[src/rtl/abm_pkg.sv]
// ----------------------------------------------------------------------------
// abm_pkg: shared constants, types and helpers of the battery monitor
// Window size, sample width, register map and the command and status
// groups between the controller and the datapath.
// ----------------------------------------------------------------------------
`default_nettype none

package abm_pkg;

   // window and sample geometry
   localparam int unsigned WINDOW      = 19;
   localparam int unsigned SAMPLE_BITS = 24;
   localparam int unsigned MID         = WINDOW / 2;
   localparam int unsigned ADDR_W      = $clog2(WINDOW);
   localparam int unsigned CNT_W       = $clog2(WINDOW + 1);

   // register and arithmetic widths
   localparam int unsigned REF_W    = 16;
   localparam int unsigned BOT_W    = 16;
   localparam int unsigned TOP_W    = 20;
   localparam int unsigned OFS_W    = 16;
   localparam int unsigned CODE_W   = 16;
   localparam int unsigned MV_W     = 20;
   localparam int unsigned SUM_W    = TOP_W + 1;
   localparam int unsigned PROD1_W  = CODE_W + REF_W;
   localparam int unsigned Q1_W     = 16;
   localparam int unsigned PROD2_W  = Q1_W + SUM_W;
   localparam int unsigned DIVCNT_W = $clog2(PROD2_W + 1);
   localparam int unsigned MV_SHIFT = 7;
   localparam int unsigned SCALED_W = PROD2_W - MV_SHIFT + 1;

   localparam logic [MV_W-1:0] MV_MAX = '1;

   // configuration port
   localparam int unsigned CSR_IDX_W  = 3;
   localparam int unsigned CSR_DATA_W = 20;

   localparam logic [CSR_IDX_W-1:0] CSR_REFERENCE = CSR_IDX_W'(0);
   localparam logic [CSR_IDX_W-1:0] CSR_BOTTOM    = CSR_IDX_W'(1);
   localparam logic [CSR_IDX_W-1:0] CSR_TOP       = CSR_IDX_W'(2);
   localparam logic [CSR_IDX_W-1:0] CSR_OFFSET    = CSR_IDX_W'(3);

   localparam logic [REF_W-1:0] REFERENCE_RST = REF_W'(2489);
   localparam logic [BOT_W-1:0] BOTTOM_RST    = BOT_W'(30);
   localparam logic [TOP_W-1:0] TOP_RST       = TOP_W'(20000);
   localparam logic [OFS_W-1:0] OFFSET_RST    = OFS_W'(100);

   // upper 16 bits of a sample, left aligned for samples narrower than 16
   function automatic logic [CODE_W-1:0] upper_sixteen(input logic [SAMPLE_BITS-1:0] v);
      logic [SAMPLE_BITS+CODE_W-1:0] w;
      w = {v, {CODE_W{1'b0}}};
      return w[SAMPLE_BITS+CODE_W-1 -: CODE_W];
   endfunction

   typedef struct packed {
      logic              ram_wr;
      logic [ADDR_W-1:0] ram_waddr;
      logic [ADDR_W-1:0] ram_raddr;
      logic              cand_load;
      logic              rank_clear;
      logic              rank_acc;
      logic              median_load;
      logic              mul1;
      logic              div65;
      logic              mul2;
      logic              div_init;
      logic              div_step;
      logic              out_load;
   } abm_cmd_type;

   typedef struct packed {
      logic is_median;
      logic out_full;
   } abm_stat_type;

endpackage

`default_nettype wire

[src/rtl/abm_if.sv]
// ----------------------------------------------------------------------------
// abm_if: request and response channels of the battery monitor
// Valid/ready channels; a transfer happens when valid and ready are both high.
// ----------------------------------------------------------------------------
`default_nettype none

interface abm_req_if import abm_pkg::*; ();
   logic                   valid;
   logic                   ready;
   logic [SAMPLE_BITS-1:0] sample_word;

   modport source (output valid, output sample_word, input ready);
   modport sink   (input valid, input sample_word, output ready);
endinterface

interface abm_rsp_if import abm_pkg::*; ();
   logic                   valid;
   logic                   ready;
   logic [SAMPLE_BITS-1:0] median_code;
   logic [MV_W-1:0]        battery_mv;

   modport source (output valid, output median_code, output battery_mv, input ready);
   modport sink   (input valid, input median_code, input battery_mv, output ready);
endinterface

`default_nettype wire

[src/rtl/abm_ram.sv]
// ----------------------------------------------------------------------------
// abm_ram: generic single write, single read memory
// One write port and one read port with registered read data.
// ----------------------------------------------------------------------------
`default_nettype none

module abm_ram #(
   parameter int unsigned WIDTH = 24,
   parameter int unsigned DEPTH = 19,
   localparam int unsigned AW   = $clog2(DEPTH)
) (
   input  wire logic             clock,
   input  wire logic             wr_en,
   input  wire logic [AW-1:0]    wr_addr,
   input  wire logic [WIDTH-1:0] wr_data,
   input  wire logic [AW-1:0]    rd_addr,
   output logic      [WIDTH-1:0] rd_data
);

   logic [WIDTH-1:0] mem_ff [DEPTH];

   always_ff @(posedge clock) begin
      if (wr_en) begin
         mem_ff[wr_addr] <= wr_data;
      end
      rd_data <= mem_ff[rd_addr];
   end

endmodule

`default_nettype wire

[src/rtl/abm_ctrl.sv]
// ----------------------------------------------------------------------------
// abm_ctrl: sequencer of the battery monitor
// Fills the window, runs the rank count per candidate, then steps the
// scaling datapath and the divider and hands the result to the output stage.
// ----------------------------------------------------------------------------
`default_nettype none

module abm_ctrl import abm_pkg::*; (
   input  wire logic         clock,
   input  wire logic         reset,
   input  wire logic         req_valid,
   output logic              req_ready,
   output abm_cmd_type       cmd,
   input  wire abm_stat_type stat
);

   typedef enum logic [10:0] {
      S_FILL     = 11'b000_0000_0001,
      S_CAND_RD  = 11'b000_0000_0010,
      S_CAND_LD  = 11'b000_0000_0100,
      S_SWEEP    = 11'b000_0000_1000,
      S_JUDGE    = 11'b000_0001_0000,
      S_MUL1     = 11'b000_0010_0000,
      S_DIV65    = 11'b000_0100_0000,
      S_MUL2     = 11'b000_1000_0000,
      S_DIV_INIT = 11'b001_0000_0000,
      S_DIV_STEP = 11'b010_0000_0000,
      S_OUT      = 11'b100_0000_0000
   } state_type;

   state_type           state_ff, state_in;
   logic [CNT_W-1:0]    sample_cnt_ff, sample_cnt_in;
   logic [ADDR_W-1:0]   cand_ff, cand_in;
   logic [CNT_W-1:0]    sweep_ff, sweep_in;
   logic [DIVCNT_W-1:0] div_cnt_ff, div_cnt_in;

   always_comb begin
      state_in      = state_ff;
      sample_cnt_in = sample_cnt_ff;
      cand_in       = cand_ff;
      sweep_in      = sweep_ff;
      div_cnt_in    = div_cnt_ff;
      req_ready     = 1'b0;
      cmd           = '0;
      cmd.ram_waddr = sample_cnt_ff[ADDR_W-1:0];

      unique case (state_ff)
         S_FILL: begin
            req_ready = 1'b1;
            if (req_valid) begin
               cmd.ram_wr = 1'b1;
               if (sample_cnt_ff == CNT_W'(WINDOW - 1)) begin
                  sample_cnt_in = '0;
                  cand_in       = '0;
                  state_in      = S_CAND_RD;
               end else begin
                  sample_cnt_in = sample_cnt_ff + 1'b1;
               end
            end
         end
         S_CAND_RD: begin
            cmd.ram_raddr = cand_ff;
            state_in      = S_CAND_LD;
         end
         S_CAND_LD: begin
            cmd.cand_load  = 1'b1;
            cmd.rank_clear = 1'b1;
            cmd.ram_raddr  = '0;
            sweep_in       = CNT_W'(1);
            state_in       = S_SWEEP;
         end
         S_SWEEP: begin
            // compare the entry read last cycle, issue the next read
            cmd.rank_acc = 1'b1;
            if (sweep_ff == CNT_W'(WINDOW)) begin
               state_in = S_JUDGE;
            end else begin
               cmd.ram_raddr = sweep_ff[ADDR_W-1:0];
               sweep_in      = sweep_ff + 1'b1;
            end
         end
         S_JUDGE: begin
            if (stat.is_median) begin
               cmd.median_load = 1'b1;
               state_in        = S_MUL1;
            end else begin
               cand_in  = cand_ff + 1'b1;
               state_in = S_CAND_RD;
            end
         end
         S_MUL1: begin
            cmd.mul1 = 1'b1;
            state_in = S_DIV65;
         end
         S_DIV65: begin
            cmd.div65 = 1'b1;
            state_in  = S_MUL2;
         end
         S_MUL2: begin
            cmd.mul2 = 1'b1;
            state_in = S_DIV_INIT;
         end
         S_DIV_INIT: begin
            cmd.div_init = 1'b1;
            div_cnt_in   = '0;
            state_in     = S_DIV_STEP;
         end
         S_DIV_STEP: begin
            cmd.div_step = 1'b1;
            if (div_cnt_ff == DIVCNT_W'(PROD2_W - 1)) begin
               state_in = S_OUT;
            end else begin
               div_cnt_in = div_cnt_ff + 1'b1;
            end
         end
         S_OUT: begin
            // wait for the output register to drain
            if (!stat.out_full) begin
               cmd.out_load = 1'b1;
               state_in     = S_FILL;
            end
         end
         default: begin
            state_in = S_FILL;
         end
      endcase
   end

   always_ff @(posedge clock) begin
      if (reset) begin
         state_ff      <= S_FILL;
         sample_cnt_ff <= '0;
         cand_ff       <= '0;
         sweep_ff      <= '0;
         div_cnt_ff    <= '0;
      end else begin
         state_ff      <= state_in;
         sample_cnt_ff <= sample_cnt_in;
         cand_ff       <= cand_in;
         sweep_ff      <= sweep_in;
         div_cnt_ff    <= div_cnt_in;
      end
   end

   a_out_load_free: assert property (@(posedge clock) disable iff (reset)
      cmd.out_load |-> !stat.out_full)
      else $error("result loaded over a pending transfer");

   a_count_range: assert property (@(posedge clock) disable iff (reset)
      sample_cnt_ff < CNT_W'(WINDOW))
      else $error("window fill count out of range");

   a_median_found: assert property (@(posedge clock) disable iff (reset)
      (state_ff == S_JUDGE) && !stat.is_median |-> cand_ff != ADDR_W'(WINDOW - 1))
      else $error("no candidate ranked as median");

   a_judge_to_scale: assert property (@(posedge clock) disable iff (reset)
      (state_ff == S_JUDGE) && stat.is_median |=> state_ff == S_MUL1)
      else $error("median found but scaling not started");

endmodule

`default_nettype wire

[src/rtl/abm_dp.sv]
// ----------------------------------------------------------------------------
// abm_dp: datapath of the battery monitor
// Window memory, rank counters, millivolt scaling with a bit-serial divider,
// configuration registers and the output register.
// ----------------------------------------------------------------------------
`default_nettype none

module abm_dp import abm_pkg::*; (
   input  wire logic                   clock,
   input  wire logic                   reset,
   input  wire logic                   csr_wr_en,
   input  wire logic [CSR_IDX_W-1:0]   csr_index,
   input  wire logic [CSR_DATA_W-1:0]  csr_wdata,
   input  wire logic [SAMPLE_BITS-1:0] sample_word,
   output logic                        rsp_valid,
   input  wire logic                   rsp_ready,
   output logic      [SAMPLE_BITS-1:0] median_code,
   output logic      [MV_W-1:0]        battery_mv,
   input  wire abm_cmd_type            cmd,
   output abm_stat_type                stat
);

   logic [REF_W-1:0] reference_ff;
   logic [BOT_W-1:0] bottom_ff;
   logic [TOP_W-1:0] top_ff;
   logic [OFS_W-1:0] offset_ff;

   logic [SAMPLE_BITS-1:0] rd_data;
   logic [SAMPLE_BITS-1:0] cand_val_ff;
   logic [SAMPLE_BITS-1:0] median_ff;
   logic [CNT_W-1:0]       less_ff;
   logic [CNT_W-1:0]       eq_ff;
   logic [CNT_W:0]         le_sum;

   logic [PROD1_W-1:0] prod1_ff;
   logic [PROD1_W:0]   q1_sum;
   logic [Q1_W-1:0]    q1_ff;
   logic [SUM_W-1:0]   sum_ff;
   logic [PROD2_W-1:0] prod2_ff;

   logic [BOT_W:0]     rem_ff;
   logic [PROD2_W-1:0] quo_ff;
   logic [BOT_W:0]     rem_shift;
   logic [BOT_W+1:0]   rem_diff;

   logic [SCALED_W-1:0] scaled;
   logic [MV_W-1:0]     mv_sat;
   logic                out_valid_ff;

   // configuration registers
   always_ff @(posedge clock) begin
      if (reset) begin
         reference_ff <= REFERENCE_RST;
         bottom_ff    <= BOTTOM_RST;
         top_ff       <= TOP_RST;
         offset_ff    <= OFFSET_RST;
      end else if (csr_wr_en) begin
         unique case (csr_index)
            CSR_REFERENCE: reference_ff <= csr_wdata[REF_W-1:0];
            CSR_BOTTOM:    bottom_ff    <= csr_wdata[BOT_W-1:0];
            CSR_TOP:       top_ff       <= csr_wdata[TOP_W-1:0];
            CSR_OFFSET:    offset_ff    <= csr_wdata[OFS_W-1:0];
            default: begin
            end
         endcase
      end
   end

   abm_ram #(
      .WIDTH (SAMPLE_BITS),
      .DEPTH (WINDOW)
   ) u_window (
      .clock   (clock),
      .wr_en   (cmd.ram_wr),
      .wr_addr (cmd.ram_waddr),
      .wr_data (sample_word),
      .rd_addr (cmd.ram_raddr),
      .rd_data (rd_data)
   );

   // rank of the candidate: entries below it and entries equal to it
   assign le_sum         = {1'b0, less_ff} + {1'b0, eq_ff};
   assign stat.is_median = (less_ff <= CNT_W'(MID)) && (le_sum > (CNT_W + 1)'(MID));

   always_ff @(posedge clock) begin
      if (cmd.cand_load) begin
         cand_val_ff <= rd_data;
      end
      if (cmd.rank_clear) begin
         less_ff <= '0;
         eq_ff   <= '0;
      end else if (cmd.rank_acc) begin
         if (rd_data < cand_val_ff) begin
            less_ff <= less_ff + 1'b1;
         end
         if (rd_data == cand_val_ff) begin
            eq_ff <= eq_ff + 1'b1;
         end
      end
      if (cmd.median_load) begin
         median_ff <= cand_val_ff;
      end
   end

   // x / 65535 as (x + (x >> 16) + 1) >> 16, exact for a 16 by 16 product
   assign q1_sum = {1'b0, prod1_ff} + (PROD1_W + 1)'(prod1_ff[PROD1_W-1:Q1_W])
                   + (PROD1_W + 1)'(1);

   always_ff @(posedge clock) begin
      if (cmd.mul1) begin
         prod1_ff <= upper_sixteen(median_ff) * reference_ff;
      end
      if (cmd.div65) begin
         q1_ff  <= q1_sum[PROD1_W-1:Q1_W];
         sum_ff <= {1'b0, top_ff} + SUM_W'(bottom_ff);
      end
      if (cmd.mul2) begin
         prod2_ff <= q1_ff * sum_ff;
      end
   end

   // restoring divider, one quotient bit per step
   assign rem_shift = {rem_ff[BOT_W-1:0], quo_ff[PROD2_W-1]};
   assign rem_diff  = {1'b0, rem_shift} - {2'b00, bottom_ff};

   always_ff @(posedge clock) begin
      if (cmd.div_init) begin
         rem_ff <= '0;
         quo_ff <= prod2_ff;
      end else if (cmd.div_step) begin
         if (!rem_diff[BOT_W+1]) begin
            rem_ff <= rem_diff[BOT_W:0];
            quo_ff <= {quo_ff[PROD2_W-2:0], 1'b1};
         end else begin
            rem_ff <= rem_shift;
            quo_ff <= {quo_ff[PROD2_W-2:0], 1'b0};
         end
      end
   end

   assign scaled = {1'b0, quo_ff[PROD2_W-1:MV_SHIFT]} + SCALED_W'(offset_ff);

   always_comb begin
      if (bottom_ff == '0) begin
         mv_sat = MV_MAX;
      end else if (scaled > SCALED_W'(MV_MAX)) begin
         mv_sat = MV_MAX;
      end else begin
         mv_sat = scaled[MV_W-1:0];
      end
   end

   // output register
   always_ff @(posedge clock) begin
      if (reset) begin
         out_valid_ff <= 1'b0;
      end else if (cmd.out_load) begin
         out_valid_ff <= 1'b1;
      end else if (rsp_ready) begin
         out_valid_ff <= 1'b0;
      end
   end

   always_ff @(posedge clock) begin
      if (cmd.out_load) begin
         median_code <= median_ff;
         battery_mv  <= mv_sat;
      end
   end

   assign rsp_valid     = out_valid_ff;
   assign stat.out_full = out_valid_ff;

endmodule

`default_nettype wire

[src/rtl/adc_median_battery_monitor_unit.sv]
// ----------------------------------------------------------------------------
// adc_median_battery_monitor_unit: median filter and battery voltage scaler
// Collects a window of converter samples, picks the median and converts its
// upper 16 bits into a saturated millivolt figure.
//
//   channel   direction  transfer when             payload
//   req_chan  in         valid & ready             sample_word
//   rsp_chan  out        valid & ready             median_code, battery_mv
//   csr_*     in         csr_wr_en                 csr_index, csr_wdata
//
// The unit is ready for a sample throughout the window fill.
// After the last sample of a window the median search reads one candidate at
// a time (at most 19 candidates) and compares it with every window entry in
// turn, bound by the single read port of the window memory; scaling then
// follows, mostly in the one-bit-per-cycle divider. No sample is taken then.
// The result sits in an output register; the next window fills meanwhile, and
// a result waits in the sequencer only while the previous one is not taken.
// Synchronous reset clears the fill count and loads the default registers.
// ----------------------------------------------------------------------------
`default_nettype none

module adc_median_battery_monitor_unit import abm_pkg::*; (
   input  wire logic                  clock,
   input  wire logic                  reset,
   abm_req_if.sink                    req_chan,
   abm_rsp_if.source                  rsp_chan,
   input  wire logic                  csr_wr_en,
   input  wire logic [CSR_IDX_W-1:0]  csr_index,
   input  wire logic [CSR_DATA_W-1:0] csr_wdata
);

   abm_cmd_type  cmd;
   abm_stat_type stat;

   abm_ctrl u_ctrl (
      .clock     (clock),
      .reset     (reset),
      .req_valid (req_chan.valid),
      .req_ready (req_chan.ready),
      .cmd       (cmd),
      .stat      (stat)
   );

   abm_dp u_dp (
      .clock       (clock),
      .reset       (reset),
      .csr_wr_en   (csr_wr_en),
      .csr_index   (csr_index),
      .csr_wdata   (csr_wdata),
      .sample_word (req_chan.sample_word),
      .rsp_valid   (rsp_chan.valid),
      .rsp_ready   (rsp_chan.ready),
      .median_code (rsp_chan.median_code),
      .battery_mv  (rsp_chan.battery_mv),
      .cmd         (cmd),
      .stat        (stat)
   );

endmodule

`default_nettype wire
[src/flat_wrapper.sv]
// flat-port wrapper written by rule: the top's interface ports become plain ports
module adc_median_battery_monitor_unit_flat import abm_pkg::*;
  (clock, reset, csr_wr_en, csr_index, csr_wdata, req_chan_valid, req_chan_sample_word, req_chan_ready, rsp_chan_valid, rsp_chan_median_code, rsp_chan_battery_mv, rsp_chan_ready);
  abm_req_if req_chan_i ();
  abm_rsp_if rsp_chan_i ();
  input  wire logic clock;
  input  wire logic reset;
  input  wire logic csr_wr_en;
  input  wire logic [CSR_IDX_W-1:0] csr_index;
  input  wire logic [CSR_DATA_W-1:0] csr_wdata;
  input wire logic [$bits(req_chan_i.valid)-1:0] req_chan_valid;
  input wire logic [$bits(req_chan_i.sample_word)-1:0] req_chan_sample_word;
  output wire logic [$bits(req_chan_i.ready)-1:0] req_chan_ready;
  output wire logic [$bits(rsp_chan_i.valid)-1:0] rsp_chan_valid;
  output wire logic [$bits(rsp_chan_i.median_code)-1:0] rsp_chan_median_code;
  output wire logic [$bits(rsp_chan_i.battery_mv)-1:0] rsp_chan_battery_mv;
  input wire logic [$bits(rsp_chan_i.ready)-1:0] rsp_chan_ready;
  assign req_chan_i.valid = req_chan_valid;
  assign req_chan_i.sample_word = req_chan_sample_word;
  assign req_chan_ready = req_chan_i.ready;
  assign rsp_chan_valid = rsp_chan_i.valid;
  assign rsp_chan_median_code = rsp_chan_i.median_code;
  assign rsp_chan_battery_mv = rsp_chan_i.battery_mv;
  assign rsp_chan_i.ready = rsp_chan_ready;
  adc_median_battery_monitor_unit u_core (.clock(clock), .reset(reset), .req_chan(req_chan_i), .rsp_chan(rsp_chan_i), .csr_wr_en(csr_wr_en), .csr_index(csr_index), .csr_wdata(csr_wdata));
endmodule
[config.mk]
export PLATFORM = sky130hd
export DESIGN_NAME = adc_median_battery_monitor_unit_flat
export DESIGN_NICKNAME = d
export VERILOG_FILES = /design/src/rtl/abm_pkg.sv /design/src/rtl/abm_if.sv /design/src/rtl/abm_ram.sv /design/src/rtl/abm_ctrl.sv /design/src/rtl/abm_dp.sv /design/src/rtl/adc_median_battery_monitor_unit.sv /design/src/flat_wrapper.sv
export SDC_FILE = /design/constraint.sdc
export NUM_CORES = 2
export LEC_CHECK = 0
export ABC_AREA = 0
export BUFFER_PORTS_ARGS = -buffer_cell sky130_fd_sc_hd__buf_4
export CORE_MARGIN = 2
export CORE_UTILIZATION = 35
export DETAILED_ROUTE_END_ITERATION = 7
export GPL_TIMING_DRIVEN = 0
export SYNTH_ARGS = -nofsm -noshare
export SYNTH_HDL_FRONTEND = slang
export SYNTH_SLANG_ARGS = --single-unit
[constraint.sdc]
create_clock -name clock -period 7.1 [get_ports clock]
set_input_delay 0.71 -clock clock [delete_from_list [all_inputs] [get_ports clock]]
set_output_delay 0.71 -clock clock [all_outputs]
set_load 0.01 [all_outputs]
### Word level (Yosys, flattened, before mapping)

Memories as Yosys holds them, arrays and structs flattened. A register that Yosys moved wholly into a read port is not among the register bits.
Index checks and enable logic that the tools add are counted.

| storage, ports and cells | value |
|---|---|
| bits in registers | 362 |
| RAM bits | 456 |
| input bits | 52 |
| output and inout port bits | 46 |
| logic and storage cells | 127 |
| memories kept | 1 |

| operators by class | value |
|---|---|
| add/sub/neg operators | 12 |
| $mul | 2 |
| magnitude comparators | 4 |
| equal/unequal tests | 26 |
| muxes and demuxes | 40 |
| reductions and logical operators | 20 |

Memories:

| name | depth | bits a word | rd ports | clocked after Yosys merged registers in | write ports | RTL line | source |
|---|---|---|---|---|---|---|---|
| u_core.u_dp.u_window.mem_ff | 19 | 24 | 1 | 1 | 1 | abm_ram.sv:20 | `logic [WIDTH-1:0] mem_ff [DEPTH];` |

Operators by type and width:

| kind | number |
|---|---|
| $pmux 11 s11 | 1 |
| $mux 37 | 2 |
| $mux 11 | 5 |
| $mul 16x21->37 | 1 |
| $add 32x1->32 const B | 1 |
| $add 32x16->32 | 1 |
| $mul 16x16->32 | 1 |
| $add 30x16->31 | 1 |
| $gt 31x20->1 const B | 1 |
| $mux 5 | 6 |
| $pmux 5 s2 | 3 |
| $add 5x1->5 const B | 5 |
| $eq 24x24->1 | 1 |
| $lt 24x24->1 | 1 |
| $add 20x16->21 | 1 |
| $mux 1 | 18 |
| $reduce_and 2->1 | 9 |
| $sub 17x16->18 | 1 |
| $logic_not 16->1 | 1 |
| $mux 16 | 1 |
| $ne 2x2->1 const B | 8 |
| $mux 6 | 2 |
| $pmux 6 s2 | 1 |
| $eq 11x1->1 const B | 1 |
| other kinds (25) | 31 |

### Depth between registers and ports, before layout

| logic depth | value |
|---|---|
| word-level depth | 5 |
| gate-level depth with buffers | 25 |
| depth with buffers taken out | 23 |

### Modules after synthesis

From an unflattened synthesis, not the netlist that was laid out.

| unflattened totals | value |
|---|---|
| cell total of the unflattened synthesis | 4651 |
| area total of the unflattened synthesis | 54538.6 sq um |

Modules (own cells, without submodules):

| module | instances | cells each | area each (sq um) |
|---|---|---|---|
| abm_dp | 1 | 3608 | 34765.8 |
| abm_ram | 1 | 818 | 17967.2 |
| abm_ctrl | 1 | 225 | 1805.5 |

### Worst setup path before layout

Ideal clock, no wire load.

| timing | value |
|---|---|
| kind | register to register |
| start point | register u_core.u_dp.sum_ff[13] |
| end point | register u_core.u_dp.prod2_ff[36] (data pin) |
| library setup time | 0.260 ns |
| arrival | 6.021 ns |
| required time | 6.840 ns |
| path slack | 0.819 ns |
| cell stages (with the launch flop) | 24 |
| path buffers | 1 |
| cells stage by stage | edfxtp_1 clkbuf_1 nand2_1 fa_1 inv_1 fa_1 inv_1 fa_1 inv_1 fa_1 inv_1 fa_1 inv_1 fa_1 ha_1 a21oi_1 and2_1 o2111a_1 a21oi_1 o31ai_1 o311ai_0 a31o_2 a21oi_1 xnor2_1 |

| between the ends | value |
|---|---|
| longest elaborated chain between the ends | 1 |

RTL lines:

| item | RTL line | source |
|---|---|---|
| start: declaration | abm_dp.sv:38 | `logic [SUM_W-1:0] sum_ff;` |
| start signal: assignment | abm_dp.sv:115 | `sum_ff <= {1'b0, top_ff} + SUM_W'(bottom_ff);` |
| $mul 16x21->37 | abm_dp.sv:118 | `prod2_ff <= q1_ff * sum_ff;` |
| end signal: assignment | abm_dp.sv:118 |  |
| end: declaration | abm_dp.sv:39 | `logic [PROD2_W-1:0] prod2_ff;` |

Every way passes these cells.
A chain may end at the register's enable or synchronous reset.

### Final worst setup path

| timing | value |
|---|---|
| start point | register u_core.u_dp.median_ff[14] |
| end point | register u_core.u_dp.prod1_ff[30] (data pin) |

| between the ends | value |
|---|---|
| longest elaborated chain between the ends | 1 |

RTL lines:

| item | RTL line | source |
|---|---|---|
| start: declaration | abm_dp.sv:30 | `logic [SAMPLE_BITS-1:0] median_ff;` |
| start signal: assignment | abm_dp.sv:101 | `median_ff <= cand_val_ff;` |
| $mul 16x16->32 | abm_dp.sv:111 | `prod1_ff <= upper_sixteen(median_ff) * reference_ff;` |
| end signal: assignment | abm_dp.sv:111 |  |
| end: declaration | abm_dp.sv:35 | `logic [PROD1_W-1:0] prod1_ff;` |

Every way passes these cells.

==> metrics.md <==
| Metric | Value |
|---|---|
| DP Area | `58000 um^2` |
| Max VDD drop | `between 0.2 and 0.25 mV` |
| Slew headroom | `0.370` |
| Crit Path Max Fanout | `10` |
| Most used standard cells in the synthesized netlist | `1007 x sky130_fd_sc_hd__nand2_1, 691 x sky130_fd_sc_hd__edfxtp_1, 630 x sky130_fd_sc_hd__inv_1, 462 x sky130_fd_sc_hd__fa_1, 316 x sky130_fd_sc_hd__ha_1` |
| Final min period | `between 6000 and 7000 ps` |
| Final Hold Slack | `around 310 ps` |
| Fillers | `roughly 15000` |
| Pin count of the biggest net entering global routing | `39` |
| Transition time at the pin with the least slew margin | `~950 ps` |
| Detailed-route vias per instance | `between 5 and 6` |
| Net Count, Synth | `between 5000 and 6000` |
| Critical Path, Cell by Cell | `buf_2, nand2_1, fa_1, inv_1, fa_1, inv_1, fa_1, fa_1, inv_1, fa_1, fa_1, ha_1, a21oi_1, o21ai_0, a21oi_1, o21ai_0, nor3_1, a21oi_2, a221o_1, or4_1, and4_1` |
| Latest clock arrival within the worst-skew pair | `slightly below 700 ps` |
| Layout overhead on the synthesized area | `13.7%` |
| Number of synthesized flops with an enable pin | `691` |
| Estimated wirelength of the detail-placed design | `~120000 um` |
| Final design instance area without fill | `61500 um^2` |
| Number of detailed-route iterations in the first pass | `6` |
| Number of global-route vias before repair | `a little under 40000` |
| Gr ovfl total | `0` |
| Placement row count | `~140` |
| Dominant cell by count in the synthesized netlist | `sky130_fd_sc_hd__nand2_1` |
| Setup repair after global routing missed its margin | `yes` |
| Register area share after synthesis | `0.439` |
| Worst Path Arrival | `around 7200 ps` |
| Effective utilization at floorplan | `0.352` |
| Wire length of the first global-routing pass | `approximately 240000 um` |
| Capturing element type of the critical path | `flip-flop` |
| Library cell occupying the most area in the post-synthesis netlist | `sky130_fd_sc_hd__edfxtp_1` |
| WS Path Type | `reg2reg` |
| Area of the core | `approximately 150000 um^2` |
| Result of the run | `completed` |
| Post-route fraction of the period consumed by the critical path | `0.960` |
| Fraction of final layout cells sized beyond drive strength 1 | `0.0928` |
| Cts bufs inserted | `91` |
| Number of H-tree levels | `3` |
| Detail Route Antenna Nets | `0` |
| Pwr Density | `between 150 and 200 nW/um^2` |
| Crit-path most repeated cell | `sky130_fd_sc_hd__fa_1` |
| Synthesis Warnings | `0` |
| Max stage delay cell, worst path | `sky130_fd_sc_hd__fa_1` |
| Maximum count of clock buffers along a single path | `3` |
| Fraction of registers with async set/reset | `0` |
| Number of I/O port buffers | `97` |
| Gp weighted congestion | `a little over 0.9` |
| Startpoint type of the worst setup path | `flip-flop` |
| Maximum capacitance violations | `0` |
| Count of clock tree sinks | `about 840` |
| Die boundary width | `397 um` |
| Clock-pin slew of the registers on the worst-case setup and hold paths | `roughly 60 ps` |
| Routed length per placed instance | `around 21 um` |
| Final-stage net count | `a little over 6000` |
| Final slew viol count | `0` |
| Required arrival time at the worst endpoint | `7520 ps` |
| Root Buffer Master | `sky130_fd_sc_hd__clkbuf_16` |
| Number of endpoints with negative hold slack in the final report | `0` |
| GRT Resource Usage Total | `0.199` |
| Crit path largest cell delay | `approximately 560 ps` |
| Floorplan die area | `between 150000 and 200000 um^2` |
| Boundary pin count | `98` |
| CTS tree | `yes` |
| Seq cells post-synth | `between 800 and 900` |
| Power, Total | `about 12 mW` |
| Y dimension of the die | `397 um` |
| Leakage Power | `roughly 25 nW` |
| Portion of synthesized cell area occupied by the leading cell type | `0.384` |
| Synth unique cells | `86` |
| Synth Area per Inst | `10.8 um^2` |
| Via total after detailed routing | `37900` |
| Worst clock skew on the final layout | `~31 ps` |
| Final setup vio count | `0` |
| HP Class | `in2reg` |
| Post-detailed-route DRC marker count | `0` |
| Most frequently used flop master after synthesis | `sky130_fd_sc_hd__edfxtp_1` |
| Number of DRC markers after the initial detailed-route iteration | `about 3200` |
| Total wirelength of the detailed-routed design | `between 150000 and 200000 um` |
| Cell count after synthesis | `between 5000 and 6000` |
| Top area cells in the synthesized netlist | `sky130_fd_sc_hd__edfxtp_1 38%, sky130_fd_sc_hd__fa_1 17%, sky130_fd_sc_hd__ha_1 7.3%` |
| Max Fclk | `147 MHz` |
| Antenna violations before repair | `5` |
| End-of-flow core utilization | `0.400` |
| Summed instance area of the synthesized netlist | `between 50000 and 60000 um^2` |
cell usage in the layout (no fill, tap or decap), drive strengths merged, types with 38 or more instances in the layout:
master	n
a21o	44
nand3	198
a21oi	172
o21ai	68
and2	257
fa	462
xnor2	81
xor2	53
nor2	142
dfxtp	151
nand4	69
o211ai	40
mux2i	62
a32oi	38
inv	635
clkbuf	265
clkinv	45
buf	220
nand2	1018
edfxtp	691
ha	316
registers in the layout, summed over array words and instances (netlist names), 20 cells and up:
| register | flops |
|---|---|
| u_core.u_dp.median_ff | 24 |
| u_core.u_dp.u_window.rd_data | 24 |
| u_core.u_dp.u_window.mem_ff | 456 |
| u_core.u_dp.cand_val_ff | 24 |
| u_core.u_dp.median_code | 24 |
| u_core.u_dp.prod1_ff | 32 |
| u_core.u_dp.battery_mv | 20 |
| u_core.u_dp.sum_ff | 21 |
| u_core.u_dp.top_ff | 20 |
| u_core.u_dp.prod2_ff | 37 |
| u_core.u_dp.quo_ff | 37 |
final timing paths:
kind                                                             end                           startpoint  cells after the start  slack, ps
worst max register to register    u_core.u_dp.prod1_ff[30]$_DFFE_PP_  u_core.u_dp.median_ff[14]$_DFFE_PP_                     21        280
worst min register to register  u_core.u_dp.median_code[0]$_DFFE_PP_   u_core.u_dp.median_ff[0]$_DFFE_PP_                      0        420
worst min-delay path             u_core.u_dp.top_ff[19]$_SDFFE_PP0P_                        csr_wdata[19]                      3        310
worst max-delay path              u_core.u_dp.prod1_ff[30]$_DFFE_PP_  u_core.u_dp.median_ff[14]$_DFFE_PP_                     21        280
per-stage QoR:
step	setup slack [ps]	cells	TNS, ps
finish	282	7403	0
global route	-20.0	7402	-21.5
CTS	5.04	7383	0
detailed placement	-923	7193	-4870
global placement	-970	7172	-4940
floorplan	819	5031	0
worst max-delay path: cells and delay by family, from the launching register on:
kind / cells / cell delay [ps]
AO/OA/AOI/OAI: 6 / 1090
adder cells (fa/ha/maj): 7 / 3420
buffers and inverters: 4 / 540
flip-flops: 1 / 530
AND/OR/NAND/NOR: 4 / 980
cells by family (layout without fill, tap and decap cells):
logic type	count (synthesis)	in the layout	synth area share
adder cells (fa/ha/maj)	778	778	0.244
multiplexers	63	63	0.0117
AO/OA/AOI/OAI	519	519	0.0649
XOR/XNOR	134	134	0.0217
buffers and inverters	850	1177	0.0606
other	0	1	0
flip-flops	842	842	0.439
AND/OR/NAND/NOR	1845	1845	0.158
layer usage:
layer / track usage / vias up / routed length, um
li1: - / 17300 / -
met5: 0 / - / 38
met4: 0.0820 / 6 / 6540
met2: 0.336 / 1378 / 74500
met1: 0.255 / 18900 / 64000
met3: 0.0311 / 346 / 11000
timing repair:
action | 4_1_cts | 5_1_grt
endpoints found under the setup margin | 17 | 14
buffers inserted | 19 | 21
hold buffers | 0 | 0
gates resized for setup | 56 | 83
pin swaps | 0 | 1
cell type report:
cell class,count,area (um^2),area share
diodes,1,2.50,0.0000407
plain buffers,217,1020,0.0166
clock buffers,110,2440,0.0397
clock inverters,61,587,0.00954
inverters,631,2370,0.0385
multi-input cells,3339,27200,0.443
flip-flops and latches,842,23800,0.387
well taps,2044,2560,0.0416
repair buffers,158,1490,0.0243
where the power goes:
part	internal (mW)	leakage, nW	total, mW	switching (mW)
sequential	5.43	7.54	5.47	0.0318
clock	2.76	1.49	4.81	2.05
combinational	0.605	16.4	1.60	0.993
No activity file was read; power rests on OpenSTA's default activity.
